$ cat config.mk
export PLATFORM = sky130hd
export DESIGN_NAME = mqtt_packet_receive_parser_flat
export DESIGN_NICKNAME = d
export VERILOG_FILES = /design/src/rtl/mqttp_pkg.sv /design/src/rtl/mqttp_ifs.sv /design/src/rtl/mqtt_packet_receive_parser.sv /design/src/rtl/mqttp_step.sv /design/src/flat_wrapper.sv
export SDC_FILE = /design/constraint.sdc
export NUM_CORES = 1
export LEC_CHECK = 0
export BUFFER_PORTS_ARGS = -buffer_cell sky130_fd_sc_hd__clkbuf_2
export CAP_MARGIN = 10
export CORE_ASPECT_RATIO = 1.5
export CORE_UTILIZATION = 60
export CTS_CLUSTER_DIAMETER = 150
export CTS_CLUSTER_SIZE = 10
export DETAILED_ROUTE_END_ITERATION = 10
export PLACE_DENSITY_LB_ADDON = 0.3
export SLEW_MARGIN = 20
export SYNTH_ARGS = -nofsm -noshare
export SYNTH_HDL_FRONTEND = slang
export SYNTH_HIERARCHICAL = 1
export SYNTH_SLANG_ARGS = --single-unit
$ cat constraint.sdc
create_clock -name clk -period 12.45 [get_ports clk]
set_clock_uncertainty 0.05 [all_clocks]
set_input_delay 2.49 -clock clk [delete_from_list [all_inputs] [get_ports clk]]
set_output_delay 2.49 -clock clk [all_outputs]
set_load 0.02 [all_outputs]
$ cat src/rtl/mqttp_pkg.sv
// Package for the MQTT receive parser: phase codes, parser state, result
// record and configuration register indexes. Depends on nothing.
package mqttp_pkg;

  typedef enum logic [4:0] {
    PH_HEADER   = 5'b00001,
    PH_LENGTH   = 5'b00010,
    PH_TOPIC_HI = 5'b00100,
    PH_TOPIC_LO = 5'b01000,
    PH_BODY     = 5'b10000
  } phase_t;

  localparam logic CFG_BUFFER_SIZE   = 1'b0;
  localparam logic CFG_STREAM_ENABLE = 1'b1;

  localparam logic [15:0] BUFFER_SIZE_RESET = 16'd256;
  localparam logic [3:0]  PUBLISH_TYPE      = 4'h3;

  typedef struct packed {
    logic [15:0] buffer_size;
    logic        stream_enable;
  } cfg_t;

  typedef struct packed {
    phase_t      phase;
    logic [3:0]  type_nibble;
    logic        publish_flag;
    logic        qos1_flag;
    logic [2:0]  length_bytes_seen;
    logic [27:0] remaining_length;
    logic [27:0] body_count;
    logic [16:0] skip_count;
    logic [15:0] store_count;
    logic [28:0] total_index;
    logic [7:0]  topic_len_high;
  } state_t;

  typedef struct packed {
    logic        store_write;
    logic [15:0] store_addr;
    logic        forward_valid;
    logic [7:0]  out_byte;
    logic        packet_end;
    logic [3:0]  packet_type;
    logic [2:0]  length_field_bytes;
    logic [15:0] stored_length;
    logic        malformed;
  } result_t;

endpackage

$ cat src/rtl/mqttp_ifs.sv
// Valid/ready channel interfaces of the MQTT receive parser: the received
// byte stream and the per-byte result stream. Depends on nothing.
interface mqttp_rx_if;
  logic       valid;
  logic       ready;
  logic [7:0] rx_byte;

  modport source (output valid, output rx_byte, input ready);
  modport sink (input valid, input rx_byte, output ready);
endinterface

interface mqttp_res_if;
  logic        valid;
  logic        ready;
  logic        store_write;
  logic [15:0] store_addr;
  logic        forward_valid;
  logic [7:0]  out_byte;
  logic        packet_end;
  logic [3:0]  packet_type;
  logic [2:0]  length_field_bytes;
  logic [15:0] stored_length;
  logic        malformed;

  modport source (
    output valid, output store_write, output store_addr, output forward_valid,
    output out_byte, output packet_end, output packet_type,
    output length_field_bytes, output stored_length, output malformed,
    input ready
  );
  modport sink (
    input valid, input store_write, input store_addr, input forward_valid,
    input out_byte, input packet_end, input packet_type,
    input length_field_bytes, input stored_length, input malformed,
    output ready
  );
endinterface

$ cat src/rtl/mqtt_packet_receive_parser.sv
// Top level of the MQTT receive parser: input byte register, parser state, result register
// and configuration registers. Depends on mqttp_pkg, mqttp_ifs and mqttp_step.
//
// Usage: received MQTT bytes enter one per request on the rx channel
// (valid/ready, field rx_byte). For every byte the block returns exactly
// one result request on the res channel: the store write and address, the
// payload forward flag, an echo of the byte and, on the last byte of a
// packet, the packet-end report (type, length-field size, stored length,
// malformed flag).
// Pipeline: two register stages in all, the input byte register and the
// result register. Throughput: one byte per cycle while res.ready keeps
// taking results; all per-byte work is one pass of counter and compare
// logic between the input byte register and the result register.
// Stalls: the input register and the result register decouple the sides,
// so a new byte is still taken while a finished result waits; when both
// are full, rx.ready drops until res.ready takes the pending result.
// Reset (rst, synchronous, active high) empties both registers, returns
// the parser to waiting for a header byte and loads buffer_size = 256 and
// stream_enable = 0. Configuration writes (cfg_we, cfg_index, cfg_data) take effect at
// the next edge; the user must make them while the block is idle; no logic enforces this.
module mqtt_packet_receive_parser #(
  parameter int MAX_LENGTH_BYTES = 4
) (
  input  logic        clk,
  input  logic        rst,
  mqttp_rx_if.sink    rx,
  mqttp_res_if.source res,
  input  logic        cfg_we,
  input  logic        cfg_index,
  input  logic [15:0] cfg_data
);
  import mqttp_pkg::*;

  cfg_t    cfg;
  state_t  st;
  state_t  st_next;
  result_t step_res;
  result_t out_res;
  logic    in_full;
  logic    out_valid;
  logic [7:0] in_byte;
  logic    process_fire;

  // Configuration registers.
  always_ff @(posedge clk) begin
    if (rst) begin
      cfg <= '{buffer_size: BUFFER_SIZE_RESET, stream_enable: 1'b0};
    end else if (cfg_we) begin
      unique case (cfg_index)
        CFG_BUFFER_SIZE:   cfg.buffer_size   <= cfg_data;
        CFG_STREAM_ENABLE: cfg.stream_enable <= cfg_data[0];
        default: ;
      endcase
    end
  end

  // The held byte is parsed whenever the result register is free or is
  // being emptied in this same cycle.
  assign process_fire = in_full && (!out_valid || res.ready);
  assign rx.ready     = !in_full || process_fire;

  always_ff @(posedge clk) begin
    if (rst) begin
      in_full <= 1'b0;
    end else if (rx.valid && rx.ready) begin
      in_full <= 1'b1;
    end else if (process_fire) begin
      in_full <= 1'b0;
    end
  end

  always_ff @(posedge clk) begin
    if (rx.valid && rx.ready) begin
      in_byte <= rx.rx_byte;
    end
  end

  mqttp_step #(
    .MAX_LENGTH_BYTES(MAX_LENGTH_BYTES)
  ) u_step (
    .cfg    (cfg),
    .st     (st),
    .rx_byte(in_byte),
    .st_next(st_next),
    .res    (step_res)
  );

  // Parser state advances once per parsed byte.
  always_ff @(posedge clk) begin
    if (rst) begin
      st <= '{phase: PH_HEADER, type_nibble: '0, publish_flag: 1'b0, qos1_flag: 1'b0,
              length_bytes_seen: '0, remaining_length: '0, body_count: '0,
              skip_count: '0, store_count: '0, total_index: '0, topic_len_high: '0};
    end else if (process_fire) begin
      st <= st_next;
    end
  end

  // Result register.
  always_ff @(posedge clk) begin
    if (rst) begin
      out_valid <= 1'b0;
    end else if (process_fire) begin
      out_valid <= 1'b1;
    end else if (res.ready) begin
      out_valid <= 1'b0;
    end
  end

  always_ff @(posedge clk) begin
    if (process_fire) begin
      out_res <= step_res;
    end
  end

  assign res.valid              = out_valid;
  assign res.store_write        = out_res.store_write;
  assign res.store_addr         = out_res.store_addr;
  assign res.forward_valid      = out_res.forward_valid;
  assign res.out_byte           = out_res.out_byte;
  assign res.packet_end         = out_res.packet_end;
  assign res.packet_type        = out_res.packet_type;
  assign res.length_field_bytes = out_res.length_field_bytes;
  assign res.stored_length      = out_res.stored_length;
  assign res.malformed          = out_res.malformed;

endmodule

$ cat src/rtl/mqttp_step.sv
// Per-byte parser logic: next state and result record from the current
// state, configuration and one received byte. Depends on mqttp_pkg.
module mqttp_step #(
  parameter int MAX_LENGTH_BYTES = 4
) (
  input  mqttp_pkg::cfg_t    cfg,
  input  mqttp_pkg::state_t  st,
  input  logic [7:0]         rx_byte,
  output mqttp_pkg::state_t  st_next,
  output mqttp_pkg::result_t res
);
  import mqttp_pkg::*;

  always_comb begin
    state_t      cur;
    state_t      nxt;
    logic [27:0] contrib;
    logic [27:0] rem_new;
    logic [2:0]  lbs_inc;
    logic [27:0] body_inc;
    logic        wr;
    logic        fin;
    logic        bad;
    logic        fwd;

    cur = st;
    // A header byte starts a fresh packet: all counters begin at zero.
    if (st.phase == PH_HEADER) begin
      cur.store_count       = '0;
      cur.total_index       = '0;
      cur.length_bytes_seen = '0;
      cur.remaining_length  = '0;
      cur.body_count        = '0;
      cur.skip_count        = '0;
      cur.topic_len_high    = '0;
    end
    nxt = cur;
    fin = 1'b0;
    bad = 1'b0;
    fwd = 1'b0;

    wr = (cur.store_count < cfg.buffer_size);
    if (wr) begin
      nxt.store_count = cur.store_count + 16'd1;
    end

    unique case (cur.length_bytes_seen[1:0])
      2'd0: contrib = {21'd0, rx_byte[6:0]};
      2'd1: contrib = {14'd0, rx_byte[6:0], 7'd0};
      2'd2: contrib = {7'd0, rx_byte[6:0], 14'd0};
      2'd3: contrib = {rx_byte[6:0], 21'd0};
      default: contrib = '0;
    endcase
    if (cur.length_bytes_seen[2]) begin
      contrib = '0;
    end
    rem_new  = cur.remaining_length | contrib;
    lbs_inc  = cur.length_bytes_seen + 3'd1;
    body_inc = cur.body_count + 28'd1;

    unique case (st.phase)
      PH_HEADER: begin
        nxt.type_nibble  = rx_byte[7:4];
        nxt.publish_flag = (rx_byte[7:4] == PUBLISH_TYPE);
        nxt.qos1_flag    = rx_byte[1];
        nxt.phase        = PH_LENGTH;
      end
      PH_LENGTH: begin
        nxt.remaining_length  = rem_new;
        nxt.length_bytes_seen = lbs_inc;
        if (rx_byte[7]) begin
          if (lbs_inc >= 3'(MAX_LENGTH_BYTES)) begin
            fin = 1'b1;
            bad = 1'b1;
          end
        end else if (cur.publish_flag) begin
          nxt.phase = PH_TOPIC_HI;
        end else if (rem_new == '0) begin
          fin = 1'b1;
        end else begin
          nxt.body_count = '0;
          nxt.phase      = PH_BODY;
        end
      end
      PH_TOPIC_HI: begin
        nxt.topic_len_high = rx_byte;
        nxt.phase          = PH_TOPIC_LO;
      end
      PH_TOPIC_LO: begin
        nxt.skip_count = {1'b0, cur.topic_len_high, rx_byte}
                         + (cur.qos1_flag ? 17'd2 : 17'd0);
        nxt.body_count = 28'd2;
        if (cur.remaining_length <= 28'd2) begin
          fin = 1'b1;
        end else begin
          nxt.phase = PH_BODY;
        end
      end
      PH_BODY: begin
        // Payload position counts from the second topic-length byte.
        fwd = cfg.stream_enable && cur.publish_flag &&
              ((cur.total_index - {26'd0, cur.length_bytes_seen} - 29'd2)
               > {12'd0, cur.skip_count});
        nxt.body_count = body_inc;
        if (body_inc >= cur.remaining_length) begin
          fin = 1'b1;
        end
      end
      default: begin
        nxt.phase = PH_HEADER;
      end
    endcase

    nxt.total_index = cur.total_index + 29'd1;

    res                    = '0;
    res.store_write        = wr;
    res.store_addr         = wr ? cur.store_count : 16'd0;
    res.forward_valid      = fwd;
    res.out_byte           = rx_byte;
    res.packet_end         = fin;
    res.packet_type        = nxt.type_nibble;
    res.malformed          = bad;
    if (fin) begin
      res.length_field_bytes = nxt.length_bytes_seen;
      if (bad) begin
        res.stored_length = '0;
      end else if (!cfg.stream_enable &&
                   (cur.total_index >= {13'd0, cfg.buffer_size})) begin
        res.stored_length = '0;
      end else begin
        res.stored_length = nxt.store_count;
      end
      nxt.phase = PH_HEADER;
    end

    st_next = nxt;
  end

endmodule

$ cat src/flat_wrapper.sv
// flat-port wrapper written by rule: the top's interface ports become plain ports
module mqtt_packet_receive_parser_flat import mqttp_pkg::*;
#(
  parameter int MAX_LENGTH_BYTES = 4
)
  (clk, rst, cfg_we, cfg_index, cfg_data, rx_valid, rx_rx_byte, rx_ready, res_valid, res_store_write, res_store_addr, res_forward_valid, res_out_byte, res_packet_end, res_packet_type, res_length_field_bytes, res_stored_length, res_malformed, res_ready);
  mqttp_rx_if rx_i ();
  mqttp_res_if res_i ();
  input  logic clk;
  input  logic rst;
  input  logic cfg_we;
  input  logic cfg_index;
  input  logic [15:0] cfg_data;
  input wire logic [$bits(rx_i.valid)-1:0] rx_valid;
  input wire logic [$bits(rx_i.rx_byte)-1:0] rx_rx_byte;
  output wire logic [$bits(rx_i.ready)-1:0] rx_ready;
  output wire logic [$bits(res_i.valid)-1:0] res_valid;
  output wire logic [$bits(res_i.store_write)-1:0] res_store_write;
  output wire logic [$bits(res_i.store_addr)-1:0] res_store_addr;
  output wire logic [$bits(res_i.forward_valid)-1:0] res_forward_valid;
  output wire logic [$bits(res_i.out_byte)-1:0] res_out_byte;
  output wire logic [$bits(res_i.packet_end)-1:0] res_packet_end;
  output wire logic [$bits(res_i.packet_type)-1:0] res_packet_type;
  output wire logic [$bits(res_i.length_field_bytes)-1:0] res_length_field_bytes;
  output wire logic [$bits(res_i.stored_length)-1:0] res_stored_length;
  output wire logic [$bits(res_i.malformed)-1:0] res_malformed;
  input wire logic [$bits(res_i.ready)-1:0] res_ready;
  assign rx_i.valid = rx_valid;
  assign rx_i.rx_byte = rx_rx_byte;
  assign rx_ready = rx_i.ready;
  assign res_valid = res_i.valid;
  assign res_store_write = res_i.store_write;
  assign res_store_addr = res_i.store_addr;
  assign res_forward_valid = res_i.forward_valid;
  assign res_out_byte = res_i.out_byte;
  assign res_packet_end = res_i.packet_end;
  assign res_packet_type = res_i.packet_type;
  assign res_length_field_bytes = res_i.length_field_bytes;
  assign res_stored_length = res_i.stored_length;
  assign res_malformed = res_i.malformed;
  assign res_i.ready = res_ready;
  mqtt_packet_receive_parser #(.MAX_LENGTH_BYTES(MAX_LENGTH_BYTES)) u_core (.clk(clk), .rst(rst), .rx(rx_i), .res(res_i), .cfg_we(cfg_we), .cfg_index(cfg_index), .cfg_data(cfg_data));
endmodule
==> metrics.md <==
| Metric | Value |
|---|---|
| Status | complete, no violations |
| Final setup viols | 0 |
| DRC errors left | 0 |
| Skew-Pair Late Insertion Delay | 0.56 ns |
| Area of the die | 0.02640 mm2 |
| Number of flops mapped to enable cells by yosys | 59 |
| Clock Tree Buf Depth | 3 |
| Drt pass-1 iters | 5 |
| H-Tree Level Count | 1 |
| Hold path depth | 2 |
| Number of max-cap violations | 0 |
| Post-synthesis cell count | 1863 |
| First-pass GRT wire length | 64.60 mm |
| Slew HR | 29.26% |
| RSZ-0062 raised after global routing | false |
| Endpoint, Worst Hold | u_core/cfg[15]$_SDFFE_PP0P_ |
| CTS sink cnt | 218 |
| Clock transition at path regs | 0.06 ns |
| GRT Util Overall | 30.47% |
| Max Clk Rate | 154.8 MHz |
| Pin count of the biggest net entering global routing | 174 |
| Post-DP Area | 0.01570 mm2 |
| Final min period | 6.461 ns |
| Max-slew violations | 0 |
| Hold path start | u_core/cfg[15]$_SDFFE_PP0P_ |
| Post-synthesis sequential area ratio | 32.09% |
| Die height | 198.5 um |
| Commonest non-fill, non-tap cell in the layout | nand2b_1 |
| Final hold vios | 0 |
| RR Endpoint | u_core/res.forward_valid$_DFFE_PP_ |
| Worst reg2reg path depth | 17 |
| Antenna violations before repair | 0 |
| Crit path launch type | register |
| Vias per cell | 6.044 |
| Vias in the first global route | 12680 |
| Io pins | 83 |
| DIE WIDTH | 133.0 um |
| Row Count | 71 |
| Root Buffer | clkbuf_16 |
| Share of layout cells above drive strength 1 | 7.618% |
| Area Overhead vs Synth | 6.231% |
| Critical Path Fanout Max | 87 |
| CP startpoint | u_core/st[139]$_SDFFE_PP0P_ |
| Top FF cell, synth | dfxtp_1 |
| Initial Util | 61.42% |
| Seq cells post-synth | 218 |
| Reg2Reg Setup Slack | 5.99 ns |
| Drt total wl | 40.36 mm |
| R2r startpoint | u_core/st[139]$_SDFFE_PP0P_ |
| Post-CTS sizing | 0 |
| Via count | 13250 |
| Critical path class | register to register |
| Warnings from Yosys | 6 |
| Post-DP HPWL | 28.34 mm |
| VDD IR max | 125.0 uV |
| Worst Max-Slew Pin Slew | 1.061 ns |
| CTS tree | done |
| Ant diodes | 0 |
| IO Port Bufs | 82 |
| Area of the mapped netlist | 0.01544 mm2 |
| CTS hold repair buffers | 0 |
| Syn Area/Cell | 8.289 um2 |
| Setup TNS | 0 ns |
| Cell leakage power | 0.006171 uW |
| Share of async-settable or async-resettable flops after synthesis | 0% |
| Commonest cells after routing, fill and taps aside | nand2b_1 (284), nand2_1 (222), dfxtp_1 (159) |
| Initial DRC Count | 879 |
| Gpl congestion | 0.9074 |
| Drt wl/cell | 18.41 um |
| Final ANT Viol Nets | 0 |
| Synth unique cells | 79 |
| Worst Path Arrival | 6.69 ns |
| GR Overflow Total | 0 |
| Total CTS buffers | 25 |
| Hold Crit Class | register to register |
| Postcts setup bufs | 0 |
| Pwr dens | 97.31 mW/mm2 |
| Synth Net Count | 1980 |
| Final non-filler cell area | 0.01640 mm2 |
| Core Region | 0.02514 mm2 |
| Period utilization | 51.90% |
| Nets | 1970 |
| Crit path required time | 12.68 ns |
| Crit. End Element | register |
routing by layer:
layer	vias up	global-route usage [%]	wire (um)	part of all wire (%)
li1	6405	-	-	-
met1	6287	32.98	15350	38
met2	414	57.55	21120	52
met3	143	3.084	1727	4.3
met4	0	16.90	2161	5.4
met5	-	0	0	0
sequential cells by signal (all words and copies together), names as in the netlist:
| name | cells |
|---|---|
| u_core/res.store_write | 1 |
| u_core/res.packet_type | 4 |
| u_core/res.malformed | 1 |
| u_core/in_full | 1 |
| u_core/res.valid | 1 |
| u_core/res.stored_length | 16 |
| u_core/st | 140 |
| u_core/res.out_byte | 8 |
| u_core/res.store_addr | 16 |
| u_core/in_byte | 8 |
| u_core/res.length_field_bytes | 3 |
| u_core/res.packet_end | 1 |
| u_core/cfg | 17 |
| u_core/res.forward_valid | 1 |
synthesized netlist by cell type, types with 14 or more instances:
library cell  instances  share of area, %
a21oi_1              68               2.2
nand4_1              35               1.4
edfxtp_1             59                11
buf_2                14              0.45
nand3_1              58               1.9
inv_1                67               1.6
xnor2_1              62               3.5
buf_4                19              0.92
ha_1                 86               7.0
nand2b_1            284                12
nor2_1              118               2.9
xor2_1               21               1.2
mux2i_1             143               9.3
o21ai_0              83               2.7
nor4_1               24              0.97
clkbuf_1             75               1.8
dfxtp_1             159                21
nand2_1             222               5.4
nor3_1               33               1.1
and2_1               21              0.85
kinds of logic (layout without fill, tap and decap cells):
family	after synthesis	in the layout	synth area share, %
AO/OA/AOI/OAI	271	271	10.97
multiplexers	144	144	9.342
adder cells (fa/ha/maj)	88	88	7.163
flip-flops	218	218	32.09
XOR/XNOR	83	83	4.708
buffers and inverters	196	197	6.174
AND/OR/NAND/NOR	863	863	29.56
cell type report:
cell class                 count  area (um2)
multi-input combinational   1449        9579
fill                        2109        8736
sequential                   218        4955
clock buffer                  37       680.7
timing repair buffer          92       508.0
tap                          328       410.4
inverter                      67       251.5
clock inverter                 1       20.02
critical path, stage by stage, from the launching register on:
cell and delay, ns:
dfxtp_1 0.60, nor3_4 0.15, nand2_4 0.43, buf_4 0.81, nand2_1 0.40, or2_2 0.40, ha_1 0.35, a21oi_1 0.82
o21ai_0 0.26, nand2b_1 0.23, xnor2_1 0.14, ha_1 0.29, nand3_1 0.07, nor4_1 0.30, a31oi_1 0.17, a2111o_1 0.37
nor4_1 0.18, a41oi_1 0.15
report_power, final:
part           leakage [uW]  switching [uW]  internal, uW
sequential          0.00183            13.3           743
clock              0.000338             297           375
combinational       0.00400             113          54.9
total               0.00617             424          1170
through the flow:
stage	hold slack, ns	util (%)	instances	setup slack (ns)	total power [uW]
5_1_grt	0.4303	65.25	2192	5.507	1647
2_1_floorplan	0.3857	-	1863	6.683	899.1
6_report	0.4062	65.25	2192	5.989	1596
3_3_place_gp	0.3938	62.43	2154	6.183	933.5
3_5_place_dp	0.3973	62.45	2154	6.097	937.1
4_1_cts	0.4066	65.24	2192	6.078	1605
how the worst max path moves through the flow:
stage / to / depth (start not counted)
after global placement: u_core/res.forward_valid$_DFFE_PP_ / 17
final: u_core/res.forward_valid$_DFFE_PP_ / 17
after CTS: u_core/res.forward_valid$_DFFE_PP_ / 17
after floorplan: u_core/st[135]$_SDFFE_PP1P_ / 29
after detailed placement: u_core/res.forward_valid$_DFFE_PP_ / 17
after global routing: u_core/res.forward_valid$_DFFE_PP_ / 17
No activity file was read; power rests on OpenSTA's default activity.
